===== config.mk =====
export PLATFORM = sky130hd
export DESIGN_NAME = sliding_box_blur_row_flat
export DESIGN_NICKNAME = d
export VERILOG_FILES = /design/src/rtl/sbr_pkg.sv /design/src/rtl/sbr_ifs.sv /design/src/rtl/sbr_div.sv /design/src/rtl/sliding_box_blur_row.sv /design/src/flat_wrapper.sv
export SDC_FILE = /design/constraint.sdc
export NUM_CORES = 2
export LEC_CHECK = 0
export BUFFER_PORTS_ARGS = -buffer_cell sky130_fd_sc_hd__buf_2
export CAP_MARGIN = 20
export CORE_MARGIN = 1
export CORE_UTILIZATION = 45
export CTS_CLUSTER_SIZE = 25
export DETAILED_ROUTE_END_ITERATION = 16
export PLACE_DENSITY = 0.65
export SETUP_SLACK_MARGIN = 0.5
export SLEW_MARGIN = 20
export SYNTH_ARGS = -nofsm -noshare
export SYNTH_HDL_FRONTEND = slang
export SYNTH_SLANG_ARGS = --single-unit

===== constraint.sdc =====
create_clock -name clk -period 7.06 [get_ports clk]
set_clock_uncertainty 0.2 [all_clocks]
set_input_delay 1.412 -clock clk [delete_from_list [all_inputs] [get_ports clk]]
set_output_delay 1.412 -clock clk [all_outputs]
set_load 0.01 [all_outputs]

===== src/rtl/sbr_pkg.sv =====
// Shared types and constants for the sliding box blur row filter.
// No dependencies; compiled first.
package sbr_pkg;

  localparam int SAMPLE_BITS    = 16;
  localparam int SUM_BITS       = SAMPLE_BITS + 6;
  localparam int NCH            = 3;
  localparam int RADIUS_BITS    = 5;
  localparam int RADIUS_MAX_DEF = 16;
  localparam int ROW_MAX_DEF    = 4096;

  localparam logic [RADIUS_BITS-1:0] RADIUS_RESET = RADIUS_BITS'(2);

  // channel order inside a pixel word
  localparam int CH_RED   = 0;
  localparam int CH_GREEN = 1;
  localparam int CH_BLUE  = 2;

  typedef logic [SAMPLE_BITS-1:0] sample_t;
  typedef sample_t [NCH-1:0]      sample_vec_t;
  typedef logic [SUM_BITS-1:0]    sum_t;
  typedef sum_t [NCH-1:0]         sum_vec_t;

  typedef struct packed {
    logic start;
    logic ack;
  } div_ctl_t;

endpackage


===== src/rtl/sbr_ifs.sv =====
// Valid/ready channel interfaces: pixel input, averaged output, radius write.
// Depends on sbr_pkg.
interface sbr_pix_in_if;
  import sbr_pkg::*;
  logic    valid;
  logic    ready;
  sample_t red_in;
  sample_t green_in;
  sample_t blue_in;
  logic    last_in_row;

  modport source (output valid, red_in, green_in, blue_in, last_in_row, input ready);
  modport sink   (input valid, red_in, green_in, blue_in, last_in_row, output ready);
endinterface

interface sbr_pix_out_if;
  import sbr_pkg::*;
  logic    valid;
  logic    ready;
  sample_t red_out;
  sample_t green_out;
  sample_t blue_out;
  logic    row_end;

  modport source (output valid, red_out, green_out, blue_out, row_end, input ready);
  modport sink   (input valid, red_out, green_out, blue_out, row_end, output ready);
endinterface

interface sbr_cfg_if;
  import sbr_pkg::*;
  logic                   valid;
  logic                   ready;
  logic [RADIUS_BITS-1:0] radius;

  modport source (output valid, radius, input ready);
  modport sink   (input valid, radius, output ready);
endinterface


===== src/rtl/sbr_div.sv =====
// Three-lane restoring divider, one quotient bit per cycle, shared divisor.
// Quotients saturate to the sample range. Depends on sbr_pkg.
module sbr_div #(
  parameter int CW = 6
) (
  input  logic               clk,
  input  logic               rst_n,
  input  sbr_pkg::div_ctl_t  ctl,
  input  sbr_pkg::sum_vec_t  dividend,
  input  logic [CW-1:0]      divisor,
  output logic               done,
  output sbr_pkg::sample_vec_t quotient
);
  import sbr_pkg::*;

  localparam int NW = $clog2(SUM_BITS + 1);

  logic              run_r;
  logic [NW-1:0]     cnt_r;
  logic [CW-1:0]     dvs_r;
  sum_t              quo_r [NCH];
  logic [CW-1:0]     rem_r [NCH];
  logic [CW:0]       shifted [NCH];
  logic              qbit [NCH];

  always_comb begin
    for (int c = 0; c < NCH; c++) begin
      shifted[c] = {rem_r[c], quo_r[c][SUM_BITS-1]};
      qbit[c]    = shifted[c] >= {1'b0, dvs_r};
      quotient[c] = (|quo_r[c][SUM_BITS-1:SAMPLE_BITS]) ? '1 : quo_r[c][SAMPLE_BITS-1:0];
    end
  end

  assign done = run_r && (cnt_r == '0);

  always_ff @(posedge clk) begin
    if (!rst_n) begin
      run_r <= 1'b0;
      cnt_r <= '0;
    end else if (ctl.start) begin
      run_r <= 1'b1;
      cnt_r <= NW'(SUM_BITS);
    end else if (ctl.ack) begin
      run_r <= 1'b0;
    end else if (run_r && cnt_r != '0) begin
      cnt_r <= cnt_r - 1'b1;
    end
  end

  always_ff @(posedge clk) begin
    if (ctl.start) begin
      dvs_r <= divisor;
      for (int c = 0; c < NCH; c++) begin
        quo_r[c] <= dividend[c];
        rem_r[c] <= '0;
      end
    end else if (run_r && cnt_r != '0) begin
      for (int c = 0; c < NCH; c++) begin
        quo_r[c] <= {quo_r[c][SUM_BITS-2:0], qbit[c]};
        rem_r[c] <= qbit[c] ? CW'(shifted[c] - {1'b0, dvs_r}) : shifted[c][CW-1:0];
      end
    end
  end

endmodule


===== src/rtl/sliding_box_blur_row.sv =====
// Row box blur over a ring memory of past pixels; uses sbr_pkg, sbr_ifs, sbr_div.
// A pixel with a result goes through the read, apply and divide states, where
// the one-bit-per-cycle divider runs; a pixel with none skips the divide
// state. Each extra flushed result on a row's last pixel goes through read,
// apply and divide again. Pixel t's result is produced after input t+radius is taken.
// Sync reset clears sums, positions, radius (to 2), handshake; not the memory.
module sliding_box_blur_row #(
  parameter int RADIUS_MAX = sbr_pkg::RADIUS_MAX_DEF,
  parameter int ROW_MAX    = sbr_pkg::ROW_MAX_DEF
) (
  input  logic          clk,
  input  logic          rst_n,
  sbr_pix_in_if.sink    in_ch,
  sbr_pix_out_if.source out_ch,
  sbr_cfg_if.sink       cfg_ch
);
  import sbr_pkg::*;

  localparam int DEPTH = 2 * RADIUS_MAX + 1;
  localparam int AW    = $clog2(DEPTH);
  localparam int PW    = $clog2(ROW_MAX);
  localparam int KW    = $clog2(RADIUS_MAX + 1);
  localparam int CW    = KW + 1;
  localparam int NW    = PW + KW + 1;

  localparam logic [1:0] S_IDLE  = 2'd0;
  localparam logic [1:0] S_READ  = 2'd1;
  localparam logic [1:0] S_APPLY = 2'd2;
  localparam logic [1:0] S_DIV   = 2'd3;

  logic [1:0]             state_r, state_nxt;
  logic [RADIUS_BITS-1:0] radius_r;
  logic [AW-1:0]          ring_r;
  logic [PW-1:0]          pos_r, pos_nxt;
  logic [KW-1:0]          k_r, k_nxt;
  sample_vec_t            item_r;
  logic                   last_r;
  sum_vec_t               sum_r, sum_nxt;
  sample_vec_t            rd_q;

  sample_vec_t            mem [DEPTH];

  logic                   out_valid_r;
  sample_vec_t            out_pix_r;
  logic                   out_end_r;

  logic [KW-1:0]          r_w;
  logic [CW-1:0]          span_w, age_w, count_w;
  logic [AW:0]            addr_sum;
  logic [AW-1:0]          rd_addr;
  logic [NW-1:0]          pk_w, p1_w;
  logic                   drop_w, emit_w, final_w;
  logic                   accept, out_free, load_out, step_done, mem_we;
  div_ctl_t               div_ctl;
  logic                   div_done;
  sample_vec_t            div_quo;

  assign in_ch.ready  = rst_n && (state_r == S_IDLE);
  assign cfg_ch.ready = rst_n;
  assign accept       = in_ch.valid && in_ch.ready;

  assign out_ch.valid     = out_valid_r;
  assign out_ch.red_out   = out_pix_r[CH_RED];
  assign out_ch.green_out = out_pix_r[CH_GREEN];
  assign out_ch.blue_out  = out_pix_r[CH_BLUE];
  assign out_ch.row_end   = out_end_r;
  assign out_free         = !out_valid_r || out_ch.ready;

  // step k of an item: k = 0 is the pixel itself, 1..r are flush steps
  always_comb begin
    r_w      = (32'(radius_r) > RADIUS_MAX) ? KW'(RADIUS_MAX) : KW'(radius_r);
    span_w   = {r_w, 1'b1};
    age_w    = span_w - CW'(k_r);
    addr_sum = (AW + 1)'(ring_r) + (AW + 1)'(DEPTH) - (AW + 1)'(age_w);
    rd_addr  = (addr_sum >= (AW + 1)'(DEPTH)) ? AW'(addr_sum - (AW + 1)'(DEPTH))
                                              : addr_sum[AW-1:0];
    pk_w     = NW'(pos_r) + NW'(k_r);
    p1_w     = NW'(pos_r) + NW'(1);
    drop_w   = pk_w >= NW'(span_w);
    emit_w   = pk_w >= NW'(r_w);
    count_w  = (p1_w < NW'(age_w)) ? p1_w[CW-1:0] : age_w;
    final_w  = !last_r || (k_r == r_w);
  end

  assign mem_we   = (state_r == S_APPLY) && (k_r == '0);
  assign load_out = (state_r == S_DIV) && div_done && out_free;

  always_comb begin
    step_done = 1'b0;
    unique case (state_r)
      S_APPLY: step_done = !emit_w;
      S_DIV:   step_done = load_out;
      default: step_done = 1'b0;
    endcase
  end

  always_comb begin
    state_nxt = state_r;
    k_nxt     = k_r;
    pos_nxt   = pos_r;
    sum_nxt   = sum_r;
    unique case (state_r)
      S_IDLE: begin
        if (accept) begin
          state_nxt = S_READ;
          k_nxt     = '0;
        end
      end
      S_READ: state_nxt = S_APPLY;
      S_APPLY: begin
        for (int c = 0; c < NCH; c++) begin
          sum_nxt[c] = sum_r[c] - (drop_w ? SUM_BITS'(rd_q[c]) : '0)
                     + ((k_r == '0) ? SUM_BITS'(item_r[c]) : '0);
        end
        if (emit_w) begin
          state_nxt = S_DIV;
        end
      end
      S_DIV: ;
      default: state_nxt = S_IDLE;
    endcase
    if (step_done) begin
      if (!final_w) begin
        k_nxt     = k_r + 1'b1;
        state_nxt = S_READ;
      end else begin
        state_nxt = S_IDLE;
        if (last_r) begin
          pos_nxt = '0;
          sum_nxt = '0;
        end else if (32'(pos_r) < ROW_MAX - 1) begin
          pos_nxt = pos_r + 1'b1;
        end
      end
    end
  end

  assign div_ctl.start = (state_r == S_APPLY) && emit_w;
  assign div_ctl.ack   = load_out;

  sbr_div #(.CW(CW)) u_div (
    .clk      (clk),
    .rst_n    (rst_n),
    .ctl      (div_ctl),
    .dividend (sum_nxt),
    .divisor  (count_w),
    .done     (div_done),
    .quotient (div_quo)
  );

  always_ff @(posedge clk) begin
    if (!rst_n) begin
      state_r     <= S_IDLE;
      radius_r    <= RADIUS_RESET;
      ring_r      <= AW'(DEPTH - 1);
      pos_r       <= '0;
      k_r         <= '0;
      sum_r       <= '0;
      out_valid_r <= 1'b0;
    end else begin
      state_r <= state_nxt;
      k_r     <= k_nxt;
      pos_r   <= pos_nxt;
      sum_r   <= sum_nxt;
      if (cfg_ch.valid && cfg_ch.ready) begin
        radius_r <= cfg_ch.radius;
      end
      if (accept) begin
        ring_r <= (ring_r == AW'(DEPTH - 1)) ? '0 : ring_r + 1'b1;
      end
      if (load_out) begin
        out_valid_r <= 1'b1;
      end else if (out_ch.ready) begin
        out_valid_r <= 1'b0;
      end
    end
  end

  always_ff @(posedge clk) begin
    if (accept) begin
      item_r[CH_RED]   <= in_ch.red_in;
      item_r[CH_GREEN] <= in_ch.green_in;
      item_r[CH_BLUE]  <= in_ch.blue_in;
      last_r           <= in_ch.last_in_row;
    end
    if (load_out) begin
      out_pix_r <= div_quo;
      out_end_r <= last_r && (k_r == r_w);
    end
  end

  // window ring: read-first, so the oldest sample is seen before overwrite
  always_ff @(posedge clk) begin
    rd_q <= mem[rd_addr];
    if (mem_we) begin
      mem[ring_r] <= item_r;
    end
  end

endmodule

===== src/flat_wrapper.sv =====
// flat-port wrapper written by rule: the top's interface ports become plain ports
module sliding_box_blur_row_flat import sbr_pkg::*;
#(
  parameter int RADIUS_MAX = sbr_pkg::RADIUS_MAX_DEF,
  parameter int ROW_MAX    = sbr_pkg::ROW_MAX_DEF
)
  (clk, rst_n, in_ch_valid, in_ch_red_in, in_ch_green_in, in_ch_blue_in, in_ch_last_in_row, in_ch_ready, out_ch_valid, out_ch_red_out, out_ch_green_out, out_ch_blue_out, out_ch_row_end, out_ch_ready, cfg_ch_valid, cfg_ch_radius, cfg_ch_ready);
  sbr_pix_in_if in_ch_i ();
  sbr_pix_out_if out_ch_i ();
  sbr_cfg_if cfg_ch_i ();
  input  logic clk;
  input  logic rst_n;
  input wire logic [$bits(in_ch_i.valid)-1:0] in_ch_valid;
  input wire logic [$bits(in_ch_i.red_in)-1:0] in_ch_red_in;
  input wire logic [$bits(in_ch_i.green_in)-1:0] in_ch_green_in;
  input wire logic [$bits(in_ch_i.blue_in)-1:0] in_ch_blue_in;
  input wire logic [$bits(in_ch_i.last_in_row)-1:0] in_ch_last_in_row;
  output wire logic [$bits(in_ch_i.ready)-1:0] in_ch_ready;
  output wire logic [$bits(out_ch_i.valid)-1:0] out_ch_valid;
  output wire logic [$bits(out_ch_i.red_out)-1:0] out_ch_red_out;
  output wire logic [$bits(out_ch_i.green_out)-1:0] out_ch_green_out;
  output wire logic [$bits(out_ch_i.blue_out)-1:0] out_ch_blue_out;
  output wire logic [$bits(out_ch_i.row_end)-1:0] out_ch_row_end;
  input wire logic [$bits(out_ch_i.ready)-1:0] out_ch_ready;
  input wire logic [$bits(cfg_ch_i.valid)-1:0] cfg_ch_valid;
  input wire logic [$bits(cfg_ch_i.radius)-1:0] cfg_ch_radius;
  output wire logic [$bits(cfg_ch_i.ready)-1:0] cfg_ch_ready;
  assign in_ch_i.valid = in_ch_valid;
  assign in_ch_i.red_in = in_ch_red_in;
  assign in_ch_i.green_in = in_ch_green_in;
  assign in_ch_i.blue_in = in_ch_blue_in;
  assign in_ch_i.last_in_row = in_ch_last_in_row;
  assign in_ch_ready = in_ch_i.ready;
  assign out_ch_valid = out_ch_i.valid;
  assign out_ch_red_out = out_ch_i.red_out;
  assign out_ch_green_out = out_ch_i.green_out;
  assign out_ch_blue_out = out_ch_i.blue_out;
  assign out_ch_row_end = out_ch_i.row_end;
  assign out_ch_i.ready = out_ch_ready;
  assign cfg_ch_i.valid = cfg_ch_valid;
  assign cfg_ch_i.radius = cfg_ch_radius;
  assign cfg_ch_ready = cfg_ch_i.ready;
  sliding_box_blur_row #(.RADIUS_MAX(RADIUS_MAX), .ROW_MAX(ROW_MAX)) u_core (.clk(clk), .rst_n(rst_n), .in_ch(in_ch_i), .out_ch(out_ch_i), .cfg_ch(cfg_ch_i));
endmodule

======== Yosys cells after proc, flatten, opt, wreduce, memory -nomap -nowiden ========
Memory sizes are Yosys's and may differ from the RTL's. A register that Yosys moved wholly into a read port is not among the register bits.
Cells that the tools add are included.
storage, ports and cells
  register bits after elaboration ......... 207
  memory bits (writable) .................. 1668
  input bits .............................. 59
  output and inout bits ................... 52
  logic and storage cells ................. 149
  memories ................................ 3
cells by class
  add/sub/neg operators ................... 19
  order comparisons ....................... 9
  equality and inequality tests ........... 8
  multiplexer cells ....................... 49
  bitwise logic cells ..................... 8
  reductions and logical operators ........ 32
memory list
  memory              words  width  read ports  clocked after memory_dff  write ports  RTL line                    text
  u_core.mem          33     48     1           1                         1            sliding_box_blur_row.sv:41  sample_vec_t mem [DEPTH];
  u_core.u_div.quo_r  3      22     3           0                         3            sbr_div.sv:21               sum_t quo_r [NCH];
  u_core.u_div.rem_r  3      6      3           0                         3            sbr_div.sv:22               logic [CW-1:0] rem_r [NCH];
operators with widths
  operator                 count
  $mux W66                 4
  $mux W16                 6
  $add A22 B22 Y22         3
  $mux W22                 3
  $sub A22 B22 Y22         3
  $mux W6                  9
  $mux W5                  8
  $mux W12                 2
  $ge A7 B6 Y1             3
  $ge A18 B5 Y1            1
  $ge A18 B6 Y1            1
  $lt A18 B6 Y1            1
  $reduce_or A6 Y1         3
  $sub A6 B6 Y6            3
  $add A12 B1 Y13 const B  1
  $add A12 B5 Y13          1
  $add A12 B1 Y12 const B  1
  $lt A12 B12 Y1 const B   1
  $mux W1                  12
  $logic_and A1 B1 Y1      10
  $logic_not A5 Y1         2
  $reduce_bool A2 Y1       4
  $add A6 B6 Y7 const B    1
  $ge A7 B6 Y1 const B     1
  other kinds (26)         41

======== Logic depth before layout (Yosys ltp) ========
  depth in word-level cells ............... 11
  depth in mapped cells ................... 28
  mapped depth without buffers ............ 26

======== Cells and area by module ========
From an unflattened synthesis, not the netlist that was laid out.
second synthesis, totals
  cells, all modules ...................... 5612
  area, all modules ....................... 79113.4 µm²
by module, submodules not included
  module                times used  cells each  area each (µm²)  sequential area each (µm²)
  sliding_box_blur_row  1           5071        73873.4          53411.2
  sbr_div               1           541         5240.0           2822.7

======== Worst setup path after synthesis ========
Ideal clock, no wire load.
  path kind ............................... reg-to-reg
  start point ............................. register u_core.k_r[0]
  end point ............................... memory u_core.u_div.quo_r[0][64] (netlist name) (data pin)
  data arrival time ....................... 5.812 ns
  data required time ...................... 6.708 ns
  setup slack ............................. 0.896 ns
  cell stages (with the launch flop) ...... 29
  buffers on the path ..................... 2
  clock period less this slack ............ 6.164 ns
  cell sequence ........................... dfxtp_1 ha_1 inv_1 fa_1 inv_1 ha_1 nor2b_1 o21ai_0 nand2b_1 a21oi_1 nor2b_1 o21ai_0 and4b_1 clkbuf_1 clkbuf_1 nor2b_1 ha_1 inv_1 ha_1 fa_1 a21o_1 a21o_1 a211oi_1 nor3_1 a31o_2 and3_1 or3_1 o311a_1 o21ai_0
RTL lines
  item                    RTL line                     text
  start, declared         sliding_box_blur_row.sv:35   logic [KW-1:0] k_r, k_nxt;
  start signal, assigned  sliding_box_blur_row.sv:162  k_r <= k_nxt;
  end, declared           sbr_div.sv:21

======== Final worst setup path ========
  start point ............................. register u_core.radius_r[4]
  end point ............................... register u_core.rd_q[39] (netlist name), read port of u_core.mem
on the way
  word-level cells in the longest chain between the ends .. 6
RTL lines
  item                                                  RTL line                     text
  start, declared                                       sliding_box_blur_row.sv:32   logic [RADIUS_BITS-1:0] radius_r;
  start signal, assigned                                sliding_box_blur_row.sv:166  radius_r <= cfg_ch.radius;
  $gt A5 B5 Y1                                          sliding_box_blur_row.sv:71   r_w = (32'(radius_r) > RADIUS_MAX) ? KW'(RADIUS_MAX) : KW'(radius_r);
  $mux W5 *                                             sliding_box_blur_row.sv:71
  $sub A6 B5 Y6 *                                       sliding_box_blur_row.sv:73   age_w = span_w - CW'(k_r);
  $sub A7 B6 Y7 *                                       sliding_box_blur_row.sv:74   addr_sum = (AW + 1)'(ring_r) + (AW + 1)'(DEPTH) - (AW + 1)'(age_w);
  $sub A6 B6 Y6 / $ge A7 B6 Y1 (equally long branches)  sliding_box_blur_row.sv:75   rd_addr = (addr_sum >= (AW + 1)'(DEPTH)) ? AW'(addr_sum - (AW + 1)'(DEPTH))
  $mux W6 *                                             sliding_box_blur_row.sv:75
  end, declared                                         sliding_box_blur_row.sv:39   sample_vec_t rd_q;
Every way passes the cells marked *; elsewhere a longest branch is shown, timed or not.
A chain may end at the register's enable or synchronous reset.

==> impl_metrics.ini <==
[run_status]
status = complete, no violations

[synth]
synthCells = 4963
syn_area_mm2 = 0.0782
async_flop_share_pct = 0
ys_types = 81
yosys_warnings = 0
synth_area_per_cell_um2 = 15.8
synth_nets = 5208
synth_edf_count = 1772
synth_flop_cell = edfxtp_1
ys_seq_elements = 1923
yosysSeqAreaShare_pct = 71.9

[route]
post_drt_via_cell_ratio = 5.94
vias = 45700
drtIter0Drc = 5969
wire_per_inst_um = 26.5
wirelength_um = 204000
drc = 0
dr.pass1.iters = 8
final_antenna_net_count = 0

[setup_path]
cp.required_ns = 7.55
path_class = reg -> reg
path_max_fanout = 77
end_kind = flip-flop
crit_arrival_ns = 6.75
cp-start-kind = flip-flop

[cells_and_area]
final_cell_mix = edfxtp_1, o22ai_1, nand2_1
instances_no_fill = 7692
nets = 5459
diodes = 0
fill_cells = 13900
final_core_util_pct = 52.0
mostFrequentLayoutCell = edfxtp_1
multi_input_area_mm2 = 0.0205
stdcell_area_mm2 = 0.0895
regArea_mm2 = 0.0562
drive_gt1_share_pct = 17.4
area_delta_synth_final_pct = 14.4

[sta]
slew_headroom_pct = 22.3
hold_viol_final = 0
setup_viol = 0
setup-tns-final_ns = 0
setup_ws_ns = 0.796
period_needed_ns = 6.26
tightest_slew_ns = 1.17
rsz0062_at_grt = true
final-max-slew-violation-count = 0
fin_crit_sh_pct = 88.7
max_freq_mhz = 160

[place]
port_buffers = 110
pre_cts_ws_ns = 0.208
dp_cells = 7309
routabilityCongestion = 0.831
postPlaceCellArea_mm2 = 0.0827
place_hpwl_um = 117000

[clock_network]
cts-root-buf = clkbuf_16
clkSinkCount = 1923
htree_levels = 4
clk_pin_slew_worst_paths_ns = 0.06
cts_inserted_buffers = 193
worstSkewPairLatency_ns = 0.84
cts_max_path_buffers = 3
tritoncts = done

[global_routing]
grt_pass1_vias = 44400
grt_antenna_before_repair = 8
track_usage_pct = 23.1
grt_max_degree = 133
grt_remaining_overflow = 0
grt_pass1_wl_um = 298000

[worst_hold_path]
hold_class = reg -> reg

[floorplan]
ioPinCount = 111
dieArea_mm2 = 0.175
die_y_um = 419
initial_utilization_pct = 45.4
rows = 152
die_x_um = 419
coreArea_mm2 = 0.172

[pwr]
p_leak_nw = 29.9
max-vdd-ir-drop_mv = 0.375
p_per_area_mw_per_mm2 = 420

[job]
cap_violations = 0
==> state kept, by name (all words and copies together) (netlist names), 6 cells and up <==
register and cells:
u_core.u_div.dvs_r 6, u_core.out_ch.blue_out 16, u_core.out_ch.green_out 16, u_core.u_div.rem_r 18
u_core.mem 1584, u_core.item_r 48, u_core.pos_r 12, u_core.sum_r 66
u_core.u_div.quo_r 66, u_core.out_ch.red_out 16, u_core.rd_q 48, u_core.ring_r 6
==> critical path, stage by stage, from the launching register on <==
cell       delay, ns
dfxtp_1         0.41
inv_1           0.17
nand2_1         0.16
ha_1            0.17
inv_1           0.06
fa_1            0.42
a21o_1          0.17
a21oi_1         0.19
xnor2_1         0.29
inv_1           0.09
ha_1            0.29
inv_1           0.04
ha_1            0.32
or4b_1          0.48
nand3_2         0.28
a2bb2oi_4       0.12
buf_4           0.16
xnor2_4         0.51
buf_12          0.42
mux4_2          0.29
mux2i_1         0.11
a32o_1          0.30
nor3_1          0.41
==> final timing paths <==
kind                              start                    end  slack [ns]  cells after the start
hold / removal    u_core.u_div.cnt_r[4]  u_core.u_div.cnt_r[4]        0.27                      2
setup / recovery     u_core.radius_r[4]        u_core.rd_q[39]        0.80                     22
setup reg to reg     u_core.radius_r[4]        u_core.rd_q[39]        0.80                     22
hold reg to reg   u_core.u_div.cnt_r[4]  u_core.u_div.cnt_r[4]        0.27                      2
==> logic make-up after synthesis <==
group                    count (synthesis)  share of synthesized area, %
flip-flops                            1923                          71.9
AO/OA/AOI/OAI                          894                          7.67
multiplexers                           295                          6.82
adder cells (fa/ha/maj)                186                          3.49
AND/OR/NAND/NOR                       1086                          6.66
buffers and inverters                  501                          2.53
XOR/XNOR                                78                         0.902
==> cell usage after synthesis, drive strengths merged (5+ instances only) <==
cell / number / area (um^2)
edfxtp: 1772 / 53200
nor2b: 75 / 469
nand2: 275 / 1030
o21bai: 17 / 128
a32o: 41 / 410
mux4: 190 / 4280
o21a: 7 / 52.6
or2: 51 / 319
a211o: 5 / 43.8
mux2i: 100 / 1000
o22ai: 374 / 2340
o21ai: 95 / 475
a22o: 8 / 70.1
xnor2: 52 / 470
a221oi: 8 / 70.1
a311oi: 6 / 52.6
nand3: 48 / 245
inv: 239 / 897
a2111oi: 11 / 115
nor4: 62 / 388
and2: 9 / 56.3
buf: 66 / 348
and3: 23 / 144
xor2: 26 / 235
o31ai: 84 / 631
o211ai: 9 / 72.6
nor3: 211 / 1060
a21boi: 7 / 52.6
a21oi: 94 / 482
nand4: 11 / 68.8
dfxtp: 151 / 3020
nor2: 254 / 953
a21o: 46 / 345
mux2: 5 / 56.3
a211oi: 31 / 233
nand3b: 9 / 67.6
clkbuf: 192 / 721
ha: 132 / 1650
fa: 54 / 1080
or3: 20 / 125
a31oi: 17 / 106
nand2b: 19 / 119
==> final cells by class <==
cell class	count	area share [%]
clock inverter	98	1.10
inverter	243	1.02
timing repair buffer	314	2.80
clock buffer	265	6.08
multi-input combinational	2539	22.9
tap	2310	3.23
sequential	1923	62.8
==> per-stage QoR <==
| step | power [W] | hold WS (ns) |
|---|---|---|
| after global routing | 0.0392 | 0.278 |
| final | 0.0376 | 0.269 |
| after global placement | 0.0270 | 0.243 |
| after detailed placement | 0.0272 | 0.256 |
| after floorplan | 0.0229 | 0.237 |
| after CTS | 0.0374 | 0.265 |
==> layer usage <==
metal  up-vias  part of all wire (%)  wire [um]  GRT usage (%)
li1      19900                     -          -              -
met1     23200                    42      85300           33.3
met4         4                   2.4       4960           6.26
met5         -                 0.013         27              0
met2      2223                    46      93700           36.0
met3       298                   9.8      20000           4.39
==> power breakdown <==
part | total (W) | switching (W) | internal [W] | leakage [nW]
sequential | 0.0136 | 0.000383 | 0.0132 | 17.2
clock | 0.0103 | 0.00440 | 0.00589 | 3.12
combinational | 0.0137 | 0.00820 | 0.00553 | 9.53
==> timing repair <==
item,4_1_cts,5_1_grt
hold buffers,0,0
endpoints found under the setup margin,8,80
resized for setup,3,19
setup buffers,0,17
pin swaps,0,5
Note: power is estimated with default switching activity, not from simulation.
